### config.mk
export PLATFORM = sky130hd
export DESIGN_NAME = led_button_indicator_top_flat
export DESIGN_NICKNAME = d
export VERILOG_FILES = /design/src/design/lbi_pkg.sv /design/src/design/lbi_if.sv /design/src/design/lbi_cfg_regs.sv /design/src/design/lbi_core.sv /design/src/design/led_button_indicator_top.sv /design/src/flat_wrapper.sv
export SDC_FILE = /design/constraint.sdc
export NUM_CORES = 1
export LEC_CHECK = 0
export BUFFER_PORTS_ARGS = -buffer_cell sky130_fd_sc_hd__buf_2
export CORE_MARGIN = 1
export CORE_UTILIZATION = 30
export DETAILED_ROUTE_END_ITERATION = 8
export GPL_TIMING_DRIVEN = 0
export PLACE_DENSITY_LB_ADDON = 0.15
export SYNTH_ARGS = -nofsm -noshare
export SYNTH_HDL_FRONTEND = slang
export SYNTH_SLANG_ARGS = --single-unit
export TNS_END_PERCENT = 20
### constraint.sdc
create_clock -name clk -period 21.2 [get_ports clk]
set_input_delay 4.24 -clock clk [delete_from_list [all_inputs] [get_ports clk]]
set_output_delay 4.24 -clock clk [all_outputs]
set_load 0.02 [all_outputs]
### src/design/lbi_pkg.sv
package lbi_pkg;

  // Operation codes of an input word
  typedef logic [2:0] op_t;
  localparam op_t OP_TICK      = 3'd0;
  localparam op_t OP_LED_ON    = 3'd1;
  localparam op_t OP_LED_OFF   = 3'd2;
  localparam op_t OP_TOGGLE    = 3'd3;
  localparam op_t OP_AUTO      = 3'd4;
  localparam op_t OP_CMD_ERR   = 3'd5;
  localparam op_t OP_PARAM_ERR = 3'd6;

  // Error codes
  typedef logic [1:0] err_t;
  localparam err_t ERR_NONE  = 2'd0;
  localparam err_t ERR_CMD   = 2'd1;
  localparam err_t ERR_PARAM = 2'd2;

  // Configuration register indexes
  typedef logic [2:0] cfg_idx_t;
  localparam cfg_idx_t CFG_POLL_EN     = 3'd0;
  localparam cfg_idx_t CFG_PERIOD_STEP = 3'd1;
  localparam cfg_idx_t CFG_CLICK_WIN   = 3'd2;
  localparam cfg_idx_t CFG_HB_INTERVAL = 3'd3;
  localparam cfg_idx_t CFG_ERR_HOLD    = 3'd4;
  localparam cfg_idx_t CFG_PULSE_SPACE = 3'd5;

  localparam int CFG_DATA_W = 16;

  // Heartbeat phases
  typedef logic [2:0] hb_phase_t;
  localparam hb_phase_t HB_IDLE   = 3'd0;
  localparam hb_phase_t HB_START  = 3'd1;
  localparam hb_phase_t HB_FIRST  = 3'd2;
  localparam hb_phase_t HB_GAP    = 3'd3;
  localparam hb_phase_t HB_SECOND = 3'd4;

  typedef struct packed {
    logic        poll_en;
    logic [9:0]  period_step;
    logic [11:0] click_window;
    logic [15:0] hb_interval;
    logic [15:0] error_hold;
    logic [9:0]  pulse_spacing;
  } cfg_t;

  typedef struct packed {
    logic        led_level;
    logic [15:0] blink_period;
    err_t        error_code;
    logic        auto_mode;
  } result_t;

  localparam logic [15:0] PERIOD_RESET = 16'd500;
  localparam logic [15:0] PERIOD_MAX   = 16'hFFFF;
  localparam logic [7:0]  COUNT_MAX    = 8'd255;

endpackage

### src/design/lbi_if.sv
interface lbi_in_if;
  logic       valid;
  logic       ready;
  logic [2:0] operation;
  logic       button_level;

  modport source (output valid, output operation, output button_level, input ready);
  modport sink   (input valid, input operation, input button_level, output ready);
endinterface

interface lbi_out_if;
  logic        valid;
  logic        ready;
  logic        led_level;
  logic [15:0] blink_period;
  logic [1:0]  error_code;
  logic        auto_mode;

  modport source (output valid, output led_level, output blink_period,
                  output error_code, output auto_mode, input ready);
  modport sink   (input valid, input led_level, input blink_period,
                  input error_code, input auto_mode, output ready);
endinterface

### src/design/lbi_cfg_regs.sv
module lbi_cfg_regs (
  input  logic                                clk,
  input  logic                                rst_n,
  input  logic                                we,
  input  lbi_pkg::cfg_idx_t                   index,
  input  logic [lbi_pkg::CFG_DATA_W-1:0]      wdata,
  output lbi_pkg::cfg_t                       cfg
);
  import lbi_pkg::*;

  cfg_t cfg_r;

  always_ff @(posedge clk) begin
    if (!rst_n) begin
      cfg_r.poll_en       <= 1'b1;
      cfg_r.period_step   <= 10'd100;
      cfg_r.click_window  <= 12'd400;
      cfg_r.hb_interval   <= 16'd2200;
      cfg_r.error_hold    <= 16'd1000;
      cfg_r.pulse_spacing <= 10'd50;
    end else if (we) begin
      unique case (index)
        CFG_POLL_EN:     cfg_r.poll_en       <= wdata[0];
        CFG_PERIOD_STEP: cfg_r.period_step   <= wdata[9:0];
        CFG_CLICK_WIN:   cfg_r.click_window  <= wdata[11:0];
        CFG_HB_INTERVAL: cfg_r.hb_interval   <= wdata[15:0];
        CFG_ERR_HOLD:    cfg_r.error_hold    <= wdata[15:0];
        CFG_PULSE_SPACE: cfg_r.pulse_spacing <= wdata[9:0];
        default: ;  // drop writes to unknown indexes
      endcase
    end
  end

  assign cfg = cfg_r;

endmodule

### src/design/lbi_core.sv
module lbi_core (
  input  logic             clk,
  input  logic             rst_n,
  input  logic             fire,
  input  lbi_pkg::op_t     op,
  input  logic             level,
  input  lbi_pkg::cfg_t    cfg,
  output lbi_pkg::result_t res
);
  import lbi_pkg::*;

  logic [31:0] time_r, time_nxt;
  logic [31:0] toggle_stamp_r, toggle_stamp_nxt;
  logic [31:0] hb_stamp_r, hb_stamp_nxt;
  hb_phase_t   hb_phase_r, hb_phase_nxt;
  logic [31:0] err_stamp_r, err_stamp_nxt;
  logic [31:0] press_stamp_r, press_stamp_nxt;
  logic [7:0]  press_count_r, press_count_nxt;
  logic        prev_btn_r, prev_btn_nxt;
  logic        auto_r, auto_nxt;
  logic        led_r, led_nxt;
  logic [15:0] period_r, period_nxt;
  err_t        err_r, err_nxt;

  logic [31:0] now;
  logic [31:0] hb_elapsed;
  logic [31:0] space1, space2, space3;
  logic [16:0] period_sum;

  assign now    = time_r + 32'd1;
  assign space1 = {22'd0, cfg.pulse_spacing};
  assign space2 = {21'd0, cfg.pulse_spacing, 1'b0};
  assign space3 = space1 + space2;

  always_comb begin
    time_nxt         = time_r;
    toggle_stamp_nxt = toggle_stamp_r;
    hb_stamp_nxt     = hb_stamp_r;
    hb_phase_nxt     = hb_phase_r;
    err_stamp_nxt    = err_stamp_r;
    press_stamp_nxt  = press_stamp_r;
    press_count_nxt  = press_count_r;
    prev_btn_nxt     = prev_btn_r;
    auto_nxt         = auto_r;
    led_nxt          = led_r;
    period_nxt       = period_r;
    err_nxt          = err_r;
    hb_elapsed       = 32'd0;
    period_sum       = 17'd0;

    case (op)
      OP_TICK: begin
        time_nxt = now;
        if (auto_r) begin
          // blink or steady error display
          if (err_r == ERR_CMD) begin
            led_nxt = 1'b1;
          end else if (err_r == ERR_PARAM) begin
            led_nxt = 1'b0;
          end else if ((now - toggle_stamp_r) >= {16'd0, period_r}) begin
            toggle_stamp_nxt = now;
            led_nxt          = ~led_r;
          end
          // heartbeat restart, then double flash
          if ((now - hb_stamp_r) >= {16'd0, cfg.hb_interval}) begin
            hb_stamp_nxt = now;
            hb_phase_nxt = HB_START;
          end
          hb_elapsed = now - hb_stamp_nxt;
          case (hb_phase_nxt)
            HB_START: begin
              led_nxt      = 1'b1;
              hb_phase_nxt = HB_FIRST;
            end
            HB_FIRST: if (hb_elapsed > space1) begin
              led_nxt      = 1'b0;
              hb_phase_nxt = HB_GAP;
            end
            HB_GAP: if (hb_elapsed > space2) begin
              led_nxt      = 1'b1;
              hb_phase_nxt = HB_SECOND;
            end
            HB_SECOND: if (hb_elapsed > space3) begin
              led_nxt      = 1'b0;
              hb_phase_nxt = HB_IDLE;
            end
            default: ;
          endcase
        end
        // periodic error clear
        if ((now - err_stamp_r) >= {16'd0, cfg.error_hold}) begin
          err_stamp_nxt = now;
          err_nxt       = ERR_NONE;
        end
        // button clicks
        if (cfg.poll_en) begin
          if (!level && prev_btn_r) begin
            if (press_count_r != COUNT_MAX) press_count_nxt = press_count_r + 8'd1;
            press_stamp_nxt = now;
          end
          prev_btn_nxt = level;
          if (press_count_nxt != 8'd0 &&
              (now - press_stamp_nxt) > {20'd0, cfg.click_window}) begin
            period_sum = {1'b0, period_r} + {7'd0, cfg.period_step};
            if (press_count_nxt == 8'd1) begin
              if (period_r > {6'd0, cfg.period_step})
                period_nxt = period_r - {6'd0, cfg.period_step};
            end else begin
              period_nxt = period_sum[16] ? PERIOD_MAX : period_sum[15:0];
            end
            press_count_nxt = 8'd0;
          end
        end
      end
      OP_LED_ON: begin
        auto_nxt = 1'b0; hb_phase_nxt = HB_IDLE; led_nxt = 1'b1;
      end
      OP_LED_OFF: begin
        auto_nxt = 1'b0; hb_phase_nxt = HB_IDLE; led_nxt = 1'b0;
      end
      OP_TOGGLE: begin
        auto_nxt = 1'b0; hb_phase_nxt = HB_IDLE; led_nxt = ~led_r;
      end
      OP_AUTO:      auto_nxt = 1'b1;
      OP_CMD_ERR:   err_nxt  = ERR_CMD;
      OP_PARAM_ERR: err_nxt  = ERR_PARAM;
      default: ;  // unused code: report state as is
    endcase
  end

  always_ff @(posedge clk) begin
    if (!rst_n) begin
      time_r         <= 32'd0;
      toggle_stamp_r <= 32'd0;
      hb_stamp_r     <= 32'd0;
      hb_phase_r     <= HB_IDLE;
      err_stamp_r    <= 32'd0;
      press_stamp_r  <= 32'd0;
      press_count_r  <= 8'd0;
      prev_btn_r     <= 1'b1;
      auto_r         <= 1'b1;
      led_r          <= 1'b0;
      period_r       <= PERIOD_RESET;
      err_r          <= ERR_NONE;
    end else if (fire) begin
      time_r         <= time_nxt;
      toggle_stamp_r <= toggle_stamp_nxt;
      hb_stamp_r     <= hb_stamp_nxt;
      hb_phase_r     <= hb_phase_nxt;
      err_stamp_r    <= err_stamp_nxt;
      press_stamp_r  <= press_stamp_nxt;
      press_count_r  <= press_count_nxt;
      prev_btn_r     <= prev_btn_nxt;
      auto_r         <= auto_nxt;
      led_r          <= led_nxt;
      period_r       <= period_nxt;
      err_r          <= err_nxt;
    end
  end

  assign res.led_level    = led_nxt;
  assign res.blink_period = period_nxt;
  assign res.error_code   = err_nxt;
  assign res.auto_mode    = auto_nxt;

endmodule

### src/design/led_button_indicator_top.sv
// An accepted word waits in the input register, then goes on to the result register.
// While results are taken, one word per cycle, set by the single update pass of lbi_core
// between the input register and the result register.
// The input side stays ready while a result word waits, as long as the input
// register is empty or moves on in the same cycle.
// Reset (rst_n low, synchronous) empties both registers and loads state and
// configuration with their power-on values; no clearing pass is needed.
module led_button_indicator_top (
  input  logic                           clk,
  input  logic                           rst_n,
  lbi_in_if.sink                         in_ch,
  lbi_out_if.source                      out_ch,
  input  logic                           cfg_we,
  input  lbi_pkg::cfg_idx_t              cfg_index,
  input  logic [lbi_pkg::CFG_DATA_W-1:0] cfg_wdata
);
  import lbi_pkg::*;

  cfg_t    cfg;
  result_t res;

  // input register
  logic    in_valid_r;
  op_t     op_r;
  logic    level_r;

  // result register
  logic    out_valid_r;
  result_t out_r;

  logic    advance;   // result register free to take a word this cycle
  logic    fire;      // held input word is processed this cycle
  logic    in_take;

  assign advance   = !out_valid_r || out_ch.ready;
  assign fire      = in_valid_r && advance;
  assign in_ch.ready = !in_valid_r || advance;
  assign in_take   = in_ch.valid && in_ch.ready;

  lbi_cfg_regs u_cfg (
    .clk   (clk),
    .rst_n (rst_n),
    .we    (cfg_we),
    .index (cfg_index),
    .wdata (cfg_wdata),
    .cfg   (cfg)
  );

  lbi_core u_core (
    .clk   (clk),
    .rst_n (rst_n),
    .fire  (fire),
    .op    (op_r),
    .level (level_r),
    .cfg   (cfg),
    .res   (res)
  );

  // Hold the input word until the update pass takes it; refill in the same
  // cycle when a new word arrives.
  always_ff @(posedge clk) begin
    if (!rst_n) begin
      in_valid_r <= 1'b0;
    end else if (in_take) begin
      in_valid_r <= 1'b1;
    end else if (fire) begin
      in_valid_r <= 1'b0;
    end
  end

  always_ff @(posedge clk) begin
    if (in_take) begin
      op_r    <= in_ch.operation;
      level_r <= in_ch.button_level;
    end
  end

  // Result register: load on every processed word, drop once taken.
  always_ff @(posedge clk) begin
    if (!rst_n) begin
      out_valid_r <= 1'b0;
    end else if (fire) begin
      out_valid_r <= 1'b1;
    end else if (out_ch.ready) begin
      out_valid_r <= 1'b0;
    end
  end

  always_ff @(posedge clk) begin
    if (fire) begin
      out_r <= res;
    end
  end

  assign out_ch.valid        = out_valid_r;
  assign out_ch.led_level    = out_r.led_level;
  assign out_ch.blink_period = out_r.blink_period;
  assign out_ch.error_code   = out_r.error_code;
  assign out_ch.auto_mode    = out_r.auto_mode;

endmodule

### src/flat_wrapper.sv
// flat-port wrapper written by rule: the top's interface ports become plain ports
module led_button_indicator_top_flat import lbi_pkg::*;
  (clk, rst_n, cfg_we, cfg_index, cfg_wdata, in_ch_valid, in_ch_operation, in_ch_button_level, in_ch_ready, out_ch_valid, out_ch_led_level, out_ch_blink_period, out_ch_error_code, out_ch_auto_mode, out_ch_ready);
  lbi_in_if in_ch_i ();
  lbi_out_if out_ch_i ();
  input  logic clk;
  input  logic rst_n;
  input  logic cfg_we;
  input  lbi_pkg::cfg_idx_t cfg_index;
  input  logic [lbi_pkg::CFG_DATA_W-1:0] cfg_wdata;
  input wire logic [$bits(in_ch_i.valid)-1:0] in_ch_valid;
  input wire logic [$bits(in_ch_i.operation)-1:0] in_ch_operation;
  input wire logic [$bits(in_ch_i.button_level)-1:0] in_ch_button_level;
  output wire logic [$bits(in_ch_i.ready)-1:0] in_ch_ready;
  output wire logic [$bits(out_ch_i.valid)-1:0] out_ch_valid;
  output wire logic [$bits(out_ch_i.led_level)-1:0] out_ch_led_level;
  output wire logic [$bits(out_ch_i.blink_period)-1:0] out_ch_blink_period;
  output wire logic [$bits(out_ch_i.error_code)-1:0] out_ch_error_code;
  output wire logic [$bits(out_ch_i.auto_mode)-1:0] out_ch_auto_mode;
  input wire logic [$bits(out_ch_i.ready)-1:0] out_ch_ready;
  assign in_ch_i.valid = in_ch_valid;
  assign in_ch_i.operation = in_ch_operation;
  assign in_ch_i.button_level = in_ch_button_level;
  assign in_ch_ready = in_ch_i.ready;
  assign out_ch_valid = out_ch_i.valid;
  assign out_ch_led_level = out_ch_i.led_level;
  assign out_ch_blink_period = out_ch_i.blink_period;
  assign out_ch_error_code = out_ch_i.error_code;
  assign out_ch_auto_mode = out_ch_i.auto_mode;
  assign out_ch_i.ready = out_ch_ready;
  led_button_indicator_top u_core (.clk(clk), .rst_n(rst_n), .in_ch(in_ch_i), .out_ch(out_ch_i), .cfg_we(cfg_we), .cfg_index(cfg_index), .cfg_wdata(cfg_wdata));
endmodule
== Word level (Yosys, flattened, before mapping) ==
Index checks and enable logic that the tools add are counted.

* Add/sub/neg operators: 10
* $lt $le $gt $ge: 8
* Eq/ne operators: 20
* Muxes and demuxes: 42
* Bitwise gates (word level): 3
* Reductions and logical operators: 28

{| class="wikitable"
|+ Operator list
! cell !! number
|-
| 2-to-1 mux 32 bit || 6
|-
| subtractor 32 bit || 5
|-
| >= comparator 32 x 16 -> 1 bit || 3
|-
| 2-to-1 mux 16 bit || 6
|-
| greater-than comparator 32 x 12 -> 1 bit || 2
|-
| 2-to-1 mux 8 bit || 5
|-
| adder 32 x 1 -> 32 bit (second input constant) || 1
|-
| greater-than comparator 32 x 10 -> 1 bit || 1
|-
| greater-than comparator 32 x 11 -> 1 bit || 1
|-
| 2-to-1 mux 3 bit || 7
|-
| equality test 3 x 2 -> 1 bit (second input constant) || 6
|-
| equality test 3 bit (second input constant) || 6
|-
| adder 16 x 10 -> 17 bit || 1
|-
| greater-than comparator 16 x 10 -> 1 bit || 1
|-
| subtractor 16 x 10 -> 16 bit || 1
|-
| AND reduction 2 bit || 7
|-
| adder 10 x 11 -> 12 bit || 1
|-
| one-hot mux 3 bit (4 select lines) || 1
|-
| AND reduction 3 bit || 4
|-
| 2-to-1 mux 1 bit || 11
|-
| equality test 3 x 1 -> 1 bit (second input constant) || 3
|-
| adder 8 x 1 -> 8 bit (second input constant) || 1
|-
| equality test 8 x 1 -> 1 bit (second input constant) || 1
|-
| != test 8 bit (second input constant) || 1
|-
| other kinds (17) || 29
|}

* Register bits after elaboration: 283
* Input bits: 28
* Word-level logic and storage cells: 137

== Logic depth before layout (Yosys ltp) ==
Gate-level depths: netlist of run 1.

* Depth after elaboration: 12
* Depth in mapped cells: 46
* Depth with buffers taken out: 43

== Cells and area by module ==
From an unflattened synthesis of run 1, not the netlist that was laid out.

* Cells, all modules: 3349
* Area, all modules: 25409.4 µm²

{| class="wikitable"
|+ Modules (own cells, without submodules)
! module !! times used !! cells each !! area an instance (µm²) !! sequential area each (µm²)
|-
| lbi_core || 1 || 3069 || 22007.4 || 3843.7
|-
| lbi_cfg_regs || 1 || 247 || 2577.5 || 1301.2
|-
| led_button_indicator_top || 1 || 33 || 824.5 || 760.7
|}

== Worst setup path after synthesis of run 1 ==
No wires, ideal clock.

* Path kind: flip-flop to flip-flop
* Start point: register u_core.u_core.time_r[0]
* End point: register u_core.out_r, in the netlist u_core.out_ch.led_level (data pin)
* Setup time: 0.157 ns
* Arrival: 8.956 ns
* Required time: 21.043 ns
* Setup slack: 12.087 ns
* Cell stages (with the launch flop): 42
* Path buffers: 3
* Period minus slack after synthesis: 9.113 ns
* Cells stage by stage: dfxtp_1 ha_1 nand3_1 nor3_1 nand3_1 or2_2 nor2_1 nand2_1 nor2_1 nand3_1 nor2_1 xnor2_1 inv_1 ha_1 clkbuf_1 a211oi_1 nand2b_1 o221ai_1 [... 6 more ...] clkbuf_1 nor2_1 a21oi_1 ha_1 fa_1 nand2b_1 a21oi_1 o21ai_0 o21ai_0 nand2_1 o31ai_1 xnor2_1 nand4_1 or4_1 nor3b_4 o21ai_1 a31o_1 a32oi_2

{| class="wikitable"
|+ RTL lines
! what !! RTL line !! RTL
|-
| from (decl) || lbi_core.sv:12 || <nowiki>logic [31:0] time_r, time_nxt;</nowiki>
|-
| from (signal assigned) || lbi_core.sv:146 || <nowiki>time_r <= time_nxt;</nowiki>
|-
| to (signal assigned) || led_button_indicator_top.sv:91 || <nowiki>out_r <= res;</nowiki>
|-
| to (decl) || led_button_indicator_top.sv:29 || <nowiki>result_t out_r;</nowiki>
|}

==> impl_metrics.toml, run 1 <==
[cts]
insertion_delay_ns = 0.58
cts.reportedPaths.clkPinSlew_ns = 0.06
clockBufferDepth = 3
cts_hold_buf = 0
root_buffer = "clkbuf_16"
h-tree-depth = 2
postCtsSetupBuffers = 0
cts.repair.resized = 0
numClockSinks = 283
cts_buffers = 38
cts_tree = "yes"

[critical_path]
r2r_cells = 39
worst-path-stages = 39
worstSetupEndpoint = "u_core.out_ch.led_level$_DFFE_PP_"
crit_slowest_cell = "xor2_1"
critPathLaunchType = "flop"
r2r_slack_ns = 8.22
crit_family = "simple AND/OR/NAND/NOR gates"
worst-path-buf-inv = 4
cpMostUsedCell = "ha_1"
cp_max_fo = 10
criticalPathCategory = "reg -> reg"
endpoint_kind = "flop"
cp.arrival_ns = 13.28
cp.required_ns = 21.50
startpoint = "u_core.u_core.time_r[0]$_SDFFE_PN0P_"
rr_endpoint = "u_core.out_ch.led_level$_DFFE_PP_"
slowest_delay_ns = 0.96
r2r-start = "u_core.u_core.time_r[0]$_SDFFE_PN0P_"

[floorplan]
start_util_pct = 30.3
core_area_um2 = 82100
ios = 50
rows = 105
die_h_um = 290
die_x_um = 290
die_area_um2 = 84100

[min_path]
min_path_cells = 2
min_path_type = "reg -> reg"

[grt]
grt_pass1_wl_um = 143000
grt_pass1_vias = 23000
antenna_found_initial = 0
overflow = 0
grt_max_degree = 28
track_usage_pct = 22.0

[detailed_routing]
vias = 24200
detail-route-antenna-nets = 0
drc = 0
dr.pass1.iters = 5
drt-initial-drc-count = 1487
drt-wirelength-per-cell_um = 21.0
routed_via_density = 5.34
wirelength_um = 94800

[timing]
hold_violations = 0
rsz0062_at_grt = "no"
tightest_slew_ns = 1.38
slew_headroom_pct = 7.25
period_share_pct = 61.2
fmax_mhz = 77.0
drv_slew = 0
skew_ns = 0.0263
hold_ws_ns = 0.454
fin_tns_setup_ns = 0
setup_viol = 0
post-route-min-period_ns = 12.98

[yosys]
synth_nets = 3644
yosysSeqAreaShare_pct = 23.7
ys_top_cells_by_area = "dfxtp_1 (21%), ha_1 (14%), a21oi_1 (6.7%)"
synth_cells = 3331
avgSynthCellArea_um2 = 7.47
ys_warn_count = 0
synth_largest_area_cell = "dfxtp_1"
async_flop_share_pct = 0
synth_ff_type = "dfxtp_1"
synth_cell_type_count = 105
synth_edf_count = 24
ys_seq_elements = 283
synth_top_area_share_pct = 20.8
synthesis.area_um2 = 24900

[power_and_ir_drop]
p_per_area_nw_per_um2 = 57.4
power_leakage_nw = 11.9
peakVddDrop_mv = 0.0391

[placed_design]
dpl_cell_area_um2 = 26500
io_buffer_count = 48
place_congestion = 0.924
hpwlAfterDp_um = 74400

[job]
cap_violations = 0

[layout]
fin_area_um2 = 27800
drive_gt1_share_pct = 5.02
nNetsFinal = 3733
area_growth_syn_to_layout_pct = 11.7

[outcome]
run_status = "finished, final reports clean"
[cell families after synthesis]
| logic type | share of synthesized area [%] |
|---|---|
| and+or+nand+nor | 20.8 |
| AOI/OAI and AO/OA | 27.2 |
| buffers and inverters | 6.46 |
| adders and majority gates | 14.6 |
| DFF | 23.7 |
| xor gates and xnor gates | 6.15 |
| muxes | 1.10 |
[synth_stat cells, drive strengths merged (8+ instances only)]
| master | count |
|---|---|
| nand2 | 352 |
| nor2 | 346 |
| a21oi | 335 |
| ha | 277 |
| inv | 261 |
| dfxtp | 259 |
| o21ai | 173 |
| a211oi | 141 |
| clkbuf | 126 |
| xnor2 | 98 |
| a21o | 87 |
| nand3 | 79 |
| xor2 | 72 |
| nand4 | 51 |
| nor3 | 51 |
| nand2b | 43 |
| o211ai | 42 |
| o21a | 36 |
| nor2b | 33 |
| o21bai | 29 |
| and3 | 26 |
| buf | 25 |
| mux2i | 25 |
| or3 | 25 |
| and2 | 24 |
| edfxtp | 24 |
| a31oi | 22 |
| nor4 | 22 |
| o22ai | 19 |
| o31ai | 19 |
| o22a | 13 |
| a21boi | 12 |
| a211o | 11 |
| or2 | 10 |
| o2111ai | 9 |
| o31a | 9 |
| a2111oi | 8 |
| a221oi | 8 |
| fa | 8 |
| nand3b | 8 |
| nor3b | 8 |
| o32a | 8 |
[placed cells by master (no fill, tap or decap), types with 22 or more instances in the layout]
master,count
nand2b_1,43
o211ai_1,42
and3_1,24
or3_1,24
a31oi_1,22
mux2i_1,25
edfxtp_1,24
a211oi_1,140
nand2_1,352
clkbuf_1,133
a21o_1,86
o21ai_0,163
dfxtp_1,259
xnor2_1,98
clkbuf_16,39
nor2_1,345
ha_1,277
o21bai_1,29
nand4_1,51
nor2b_1,33
inv_1,260
a21oi_1,335
o21a_1,36
buf_2,60
and2_1,23
nor3_1,50
nand3_1,79
xor2_1,71
[per-layer routing]
layer	vias up	GRT usage, %	share of wire [%]
met2	494	35.9	45
met5	-	0	0
met3	122	2.15	3.4
met4	0	7.54	3.3
li1	12100	-	-
met1	11400	30.1	48
[state kept, by name (all words and copies together) (netlist names), 2 cells and up]
register                      cells
u_core.u_core.hb_stamp_r         32
u_core.u_core.press_count_r       8
u_core.u_core.press_stamp_r      32
u_core.out_ch.error_code          2
u_core.op_r                       3
u_core.u_core.period_r           16
u_core.u_core.time_r             32
u_core.u_core.err_stamp_r        32
u_core.u_core.err_r               2
u_core.out_ch.blink_period       16
u_core.u_core.hb_phase_r          3
u_core.u_core.toggle_stamp_r     32
u_core.u_cfg.cfg                 65
[worst min-delay path: cells and delay by family (launching register included)]
family | cells | cell delay (ns)
compound gates | 1 | 0.05
flops | 1 | 0.31
simple gates | 1 | 0.05
[stage by stage]
step	utilization (%)	setup WS, ns	instances	power, mW
4_1_cts	33.9	8.15	4518	1.61
6_report	33.9	8.22	4519	1.59
5_1_grt	33.9	7.43	4518	1.66
3_3_place_gp	32.2	8.24	4449	0.898
3_5_place_dp	32.2	8.22	4450	0.897
2_1_floorplan	-	12.09	3331	0.797
[cell type report]
class | count | area (µm²)
flip-flops and latches | 283 | 5910
clock buffers | 50 | 1050
repair buffers | 49 | 245
diodes | 1 | 2.50
plain buffers | 152 | 626
inverters | 262 | 983
multi-input cells | 2634 | 17400
well taps | 1070 | 1340
clock inverters | 18 | 274
fillers | 8875 | 54300
[worst min path at each step]
stage,from,to,slack (ns)
after detailed placement,u_core.u_cfg.cfg[48]$_SDFFE_PN0P_,u_core.u_cfg.cfg[48]$_SDFFE_PN0P_,0.45
after global placement,u_core.u_cfg.cfg[27]$_SDFFE_PN0P_,u_core.u_cfg.cfg[27]$_SDFFE_PN0P_,0.44
after global routing,u_core.u_cfg.cfg[31]$_SDFFE_PN0P_,u_core.u_cfg.cfg[31]$_SDFFE_PN0P_,0.47
final,u_core.u_cfg.cfg[45]$_SDFFE_PN0P_,u_core.u_cfg.cfg[45]$_SDFFE_PN0P_,0.45
after CTS,u_core.u_cfg.cfg[48]$_SDFFE_PN0P_,u_core.u_cfg.cfg[48]$_SDFFE_PN0P_,0.46
after floorplan,u_core.u_cfg.cfg[11]$_SDFFE_PN0P_,u_core.u_cfg.cfg[11]$_SDFFE_PN0P_,0.44
[power by group]
| part | switching, mW | leakage (nW) | internal (mW) |
|---|---|---|---|
| Sequential | 0.00713 | 2.31 | 0.550 |
| Combinational | 0.203 | 8.92 | 0.127 |
| Clock | 0.275 | 0.647 | 0.433 |
Power figures use the tool's default switching activity.
==> run 2, diff against run 1 <==
==> constraint.sdc (replaced) <==
create_clock -name clk -period 13.3 [get_ports clk]
set_input_delay 2.66 -clock clk [delete_from_list [all_inputs] [get_ports clk]]
set_output_delay 2.66 -clock clk [all_outputs]
set_load 0.02 [all_outputs]
==> run 2 against run 1 <==
Net effect: sequential power up 59%; largest power group unchanged; clock skew about the same; power up 59%; maximum frequency up 4.0%; critical endpoint unchanged; worst setup slack worse by 7.4 ns; combinational power up 60%; core utilization up 0.055 points; die area unchanged; wire length about the same.
==> impl_metrics.toml, run 2 (same netlist as run 1, synthesis figures left out) <==
[timing]
tightest_slew_ns = 1.44
skew_ns = 0.0264
drv_slew = 0
setup_viol = 0
fmax_mhz = 80.1
hold_violations = 0
post-route-min-period_ns = 12.49
hold_ws_ns = 0.455
period_share_pct = 93.9
rsz0062_at_grt = "no"
fin_tns_setup_ns = 0
slew_headroom_pct = 3.64

[floorplan]
core_area_um2 = 82100
die_area_um2 = 84100
die_h_um = 290
ios = 50
die_x_um = 290
start_util_pct = 30.3
rows = 105

[power_and_ir_drop]
switchingPower_uw = 773
power_leakage_nw = 11.9
p_seq_share_pct = 34.9
p_per_area_nw_per_um2 = 91.3
clkPwrFrac_pct = 44.4
power_frac_comb_pct = 20.7
peakVddDrop_mv = 0.0622
p_sw_share_pct = 30.4
p_int_mw = 1.77

[grt]
grt_pass1_wl_um = 143000
track_usage_pct = 22.0
grt_max_degree = 28
antenna_found_initial = 0
grt_pass1_vias = 23000
overflow = 0

[outcome]
run_status = "finished, final reports clean"

[detailed_routing]
detail-route-antenna-nets = 0
dr.pass1.iters = 7
vias = 24200
drt-wirelength-per-cell_um = 21.0
wirelength_um = 94800
drc = 0
drt-initial-drc-count = 1503
routed_via_density = 5.35

[critical_path]
crit_slowest_cell = "xor2_1"
worst-path-buf-inv = 5
cp.arrival_ns = 12.89
cp.required_ns = 13.70
critPathLaunchType = "flop"
endpoint_kind = "flop"
slowest_delay_ns = 0.94
cp_max_fo = 10
criticalPathCategory = "reg -> reg"
crit_family = "simple AND/OR/NAND/NOR gates"

[placed_design]
io_buffer_count = 48
hpwlAfterDp_um = 74400
place_congestion = 0.924

[cts]
root_buffer = "clkbuf_16"
cts.reportedPaths.clkPinSlew_ns = 0.06
insertion_delay_ns = 0.58
clockBufferDepth = 3
cts_buffers = 38
cts_tree = "yes"
h-tree-depth = 2
numClockSinks = 283

[layout]
largest_reg_flops = 65
final_core_util_pct = 33.9
drive_gt1_share_pct = 5.22
area_growth_syn_to_layout_pct = 11.9
layout_common_cells = "nand2_1 (352), nor2_1 (345), a21oi_1 (335)"
nNetsFinal = 3733
final_common_cell = "nand2_1"

[min_path]
min_path_type = "reg -> reg"

[job]
cap_violations = 0
[run 2: cell types whose count changed in the layout (fill, tap and decap cells not counted)]
cell and delta:
xnor2_2 +2, xor2_2 +4, inv_2 +1, xnor2_1 -2
xor2_1 -4, inv_1 -1
[run 2: what timing repair did]
item | CTS | global route
resized for setup | 0 | 7
endpoints found under the setup margin | 0 | 5
hold buffers | 0 | 0
setup buffers | 0 | 0
[run 2: layer usage]
| metal | global-route usage, % | part of all wire [%] | up-vias |
|---|---|---|---|
| li1 | - | - | 12100 |
| met1 | 30.1 | 48 | 11400 |
| met2 | 35.9 | 45 | 479 |
| met3 | 2.15 | 3.5 | 128 |
| met4 | 7.54 | 3.3 | 0 |
| met5 | 0 | 0 | - |
[run 2: layout make-up]
cell class | count | area [µm²]
inverter | 262 | 983
clock buffer | 50 | 1050
clock inverter | 18 | 274
multi-input combinational | 2634 | 17400
tap | 1070 | 1340
antenna | 1 | 2.50
timing repair buffer | 49 | 245
sequential | 283 | 5910
fill | 8871 | 54300
buffer | 152 | 626
[run 2: worst register-to-register path: cells and delay by family (launching register included)]
| kind | cells | cell delay [ns] |
|---|---|---|
| adders and majority gates | 4 | 1.45 |
| AOI/OAI and AO/OA | 13 | 2.53 |
| and+or+nand+nor | 15 | 4.19 |
| buffers and inverters | 5 | 1.86 |
| muxes | 1 | 0.17 |
| xor gates and xnor gates | 2 | 1.44 |
| DFF | 1 | 0.68 |
[run 2: power by group through the flow]
stage | combinational [mW] | clock, mW | sequential [mW]
2_1_floorplan | 0.365 | 0 | 0.905
3_3_place_gp | 0.525 | 0 | 0.906
3_5_place_dp | 0.525 | 0 | 0.906
4_1_cts | 0.527 | 1.15 | 0.887
5_1_grt | 0.580 | 1.18 | 0.889
6_report | 0.527 | 1.13 | 0.887
[run 2: path summary, 6_finish.rpt]
path | from | end | slack [ns] | cells after the start
max | u_core.u_core.time_r[0]$_SDFFE_PN0P_ | u_core.out_ch.led_level$_DFFE_PP_ | 0.81 | 40
min | u_core.u_cfg.cfg[45]$_SDFFE_PN0P_ | u_core.u_cfg.cfg[45]$_SDFFE_PN0P_ | 0.45 | 2
max reg2reg | u_core.u_core.time_r[0]$_SDFFE_PN0P_ | u_core.out_ch.led_level$_DFFE_PP_ | 0.81 | 40
min reg2reg | u_core.u_cfg.cfg[45]$_SDFFE_PN0P_ | u_core.u_cfg.cfg[45]$_SDFFE_PN0P_ | 0.45 | 2
[run 2: metrics by stage]
stage / total power [mW] / area, µm² / setup slack (ns) / instances
after floorplan: 1.27 / 24900 / 4.19 / 3331
after global placement: 1.43 / 26500 / 0.336 / 4449
after detailed placement: 1.43 / 26500 / 0.321 / 4450
after CTS: 2.56 / 27800 / 0.254 / 4518
after global routing: 2.65 / 27800 / 0.102 / 4518
final: 2.54 / 27800 / 0.811 / 4519
==> run 3, diff against run 2 <==
--- a/config.mk
+++ b/config.mk
@@ -9,7 +9,6 @@
 export CORE_MARGIN = 1
 export CORE_UTILIZATION = 30
 export DETAILED_ROUTE_END_ITERATION = 8
-export GPL_TIMING_DRIVEN = 0
 export PLACE_DENSITY_LB_ADDON = 0.15
 export SYNTH_ARGS = -nofsm -noshare
 export SYNTH_HDL_FRONTEND = slang
==> run 3 against run 2 <==
Net effect: largest cell class unchanged; worst setup slack better by 1.0 ns; sequential share of layout area grew 0.27 points; combinational power fell by 4.2%; via count decreased by 2.3%; final cell count down 2.3%; critical path depth is 2 lower; maximum frequency grew 8.7%; power decreased by 3.9%; register-to-register slack better by 1.0 ns; clock skew about the same; highest routed layer unchanged; die area unchanged.
==> impl_metrics.toml, run 3 (same netlist as run 1, synthesis figures left out) <==
[grt]
grt_pass1_vias = 22800
antenna_found_initial = 1
grt_max_degree = 99
track_usage_pct = 20.1
overflow = 0
grt_pass1_wl_um = 134000

[cts]
cts_tree = "yes"
root_buffer = "clkbuf_16"
h-tree-depth = 2
cts.repair.resized = 0
postCtsSetupBuffers = 0
clockBufferDepth = 3
cts_buffers = 39
cts.reportedPaths.clkPinSlew_ns = 0.06
cts_hold_buf = 0
insertion_delay_ns = 0.57
numClockSinks = 283

[detailed_routing]
dr.pass1.iters = 7
drt-wirelength-per-cell_um = 19.4
drc = 0
detail-route-antenna-nets = 0
routed_via_density = 5.35
wirelength_um = 85600
drt-initial-drc-count = 1466
vias = 23600

[layout]
area_growth_syn_to_layout_pct = 10.4
drive_gt1_share_pct = 6.13
fillCellCount = 8830
final_common_cell = "nand2_1"
fin_area_um2 = 27500
nNetsFinal = 3628
largest_reg_flops = 65
layout_common_cells = "nand2_1 (352), nor2_1 (343), a21oi_1 (335)"

[timing]
slew_headroom_pct = 24.9
tightest_slew_ns = 1.12
fmax_mhz = 87.0
period_share_pct = 86.4
rsz0062_at_grt = "no"
setup_viol = 0
fin_tns_setup_ns = 0
post-route-min-period_ns = 11.49
hold_violations = 0
skew_ns = 0.0269
drv_slew = 0

[critical_path]
r2r_cells = 38
r2r-start = "u_core.u_core.time_r[0]$_SDFFE_PN0P_"
r2r_slack_ns = 1.81
cp_max_fo = 41
slowest_delay_ns = 1.03
cp.arrival_ns = 11.89
crit_slowest_cell = "or4_2"
critPathLaunchType = "flop"
cp.required_ns = 13.69
rr_endpoint = "u_core.out_ch.led_level$_DFFE_PP_"
criticalPathCategory = "reg -> reg"
endpoint_kind = "flop"

[placed_design]
io_buffer_count = 49
place_congestion = 0.895
dpl_cell_area_um2 = 26200
hpwlAfterDp_um = 66600

[floorplan]
die_area_um2 = 84100
core_area_um2 = 82100
die_h_um = 290
start_util_pct = 30.3
rows = 105
ios = 50
die_x_um = 290

[min_path]
hold_start = "u_core.u_cfg.cfg[48]$_SDFFE_PN0P_"
hold_end = "u_core.u_cfg.cfg[48]$_SDFFE_PN0P_"
min_path_cells = 2
min_path_type = "reg -> reg"

[power_and_ir_drop]
power_leakage_nw = 11.8
peakVddDrop_mv = 0.0761
p_per_area_nw_per_um2 = 88.9

[job]
cap_violations = 0

[outcome]
run_status = "finished, final reports clean"
[run 3: critical path: cells and delay by family (launching register included)]
family	cells	cell delay, ns
AO/OA/AOI/OAI	12	2.51
XOR/XNOR	2	0.53
flip-flops	1	0.76
AND/OR/NAND/NOR	18	5.60
buffers and inverters	2	0.64
multiplexers	1	0.12
adder cells (fa/ha/maj)	3	1.13
[run 3: metrics by stage]
stage / utilization (%) / total power, mW / setup slack, ns / hold WS (ns) / cells
final: 33.5 / 2.44 / 1.81 / 0.456 / 4415
after global routing: 33.5 / 2.57 / 0.727 / 0.473 / 4414
after CTS: 33.5 / 2.48 / 1.84 / 0.456 / 4414
after detailed placement: 31.9 / 1.41 / 1.88 / 0.448 / 4344
after global placement: 31.9 / 1.41 / 2.09 / 0.445 / 4344
after floorplan: - / 1.27 / 4.19 / 0.436 / 3331
[run 3: routing by layer]
layer	wire length, µm	vias to the layer above	part of all wire, %	track usage (%)
met5	0	-	0	0
met4	1450	0	1.7	4.07
met1	42400	11200	49	28.4
li1	-	11900	-	-
met3	3460	79	4.0	1.92
met2	38300	467	45	33.0
[run 3: worst max-delay path by stage]
stage                                               startpoint                                end
after CTS                 u_core.u_core.time_r[0]$_SDFFE_PN0P_  u_core.out_ch.led_level$_DFFE_PP_
after detailed placement  u_core.u_core.time_r[0]$_SDFFE_PN0P_  u_core.out_ch.led_level$_DFFE_PP_
after global placement    u_core.u_core.time_r[0]$_SDFFE_PN0P_  u_core.out_ch.led_level$_DFFE_PP_
after global routing      u_core.u_core.time_r[0]$_SDFFE_PN0P_  u_core.out_ch.led_level$_DFFE_PP_
final                     u_core.u_core.time_r[0]$_SDFFE_PN0P_  u_core.out_ch.led_level$_DFFE_PP_
after floorplan           u_core.u_core.time_r[0]$_SDFFE_PN0P_  u_core.out_ch.led_level$_DFFE_PP_
[run 3: layout make-up]
cell class / instances / area (µm²) / area share [%]
multi-input combinational: 2634 / 17400 / 63.3
inverter: 262 / 991 / 3.60
sequential: 283 / 5910 / 21.5
clock inverter: 11 / 123 / 0.446
clock buffer: 59 / 1130 / 4.11
antenna: 1 / 2.50 / 0.00910
tap: 1070 / 1340 / 4.87
timing repair buffer: 95 / 591 / 2.15
[run 3: where the power goes]
part / switching [mW] / leakage (nW) / internal, mW / total [mW]
Combinational: 0.305 / 8.89 / 0.200 / 0.505
Clock: 0.423 / 0.620 / 0.627 / 1.05
Sequential: 0.0125 / 2.31 / 0.876 / 0.889
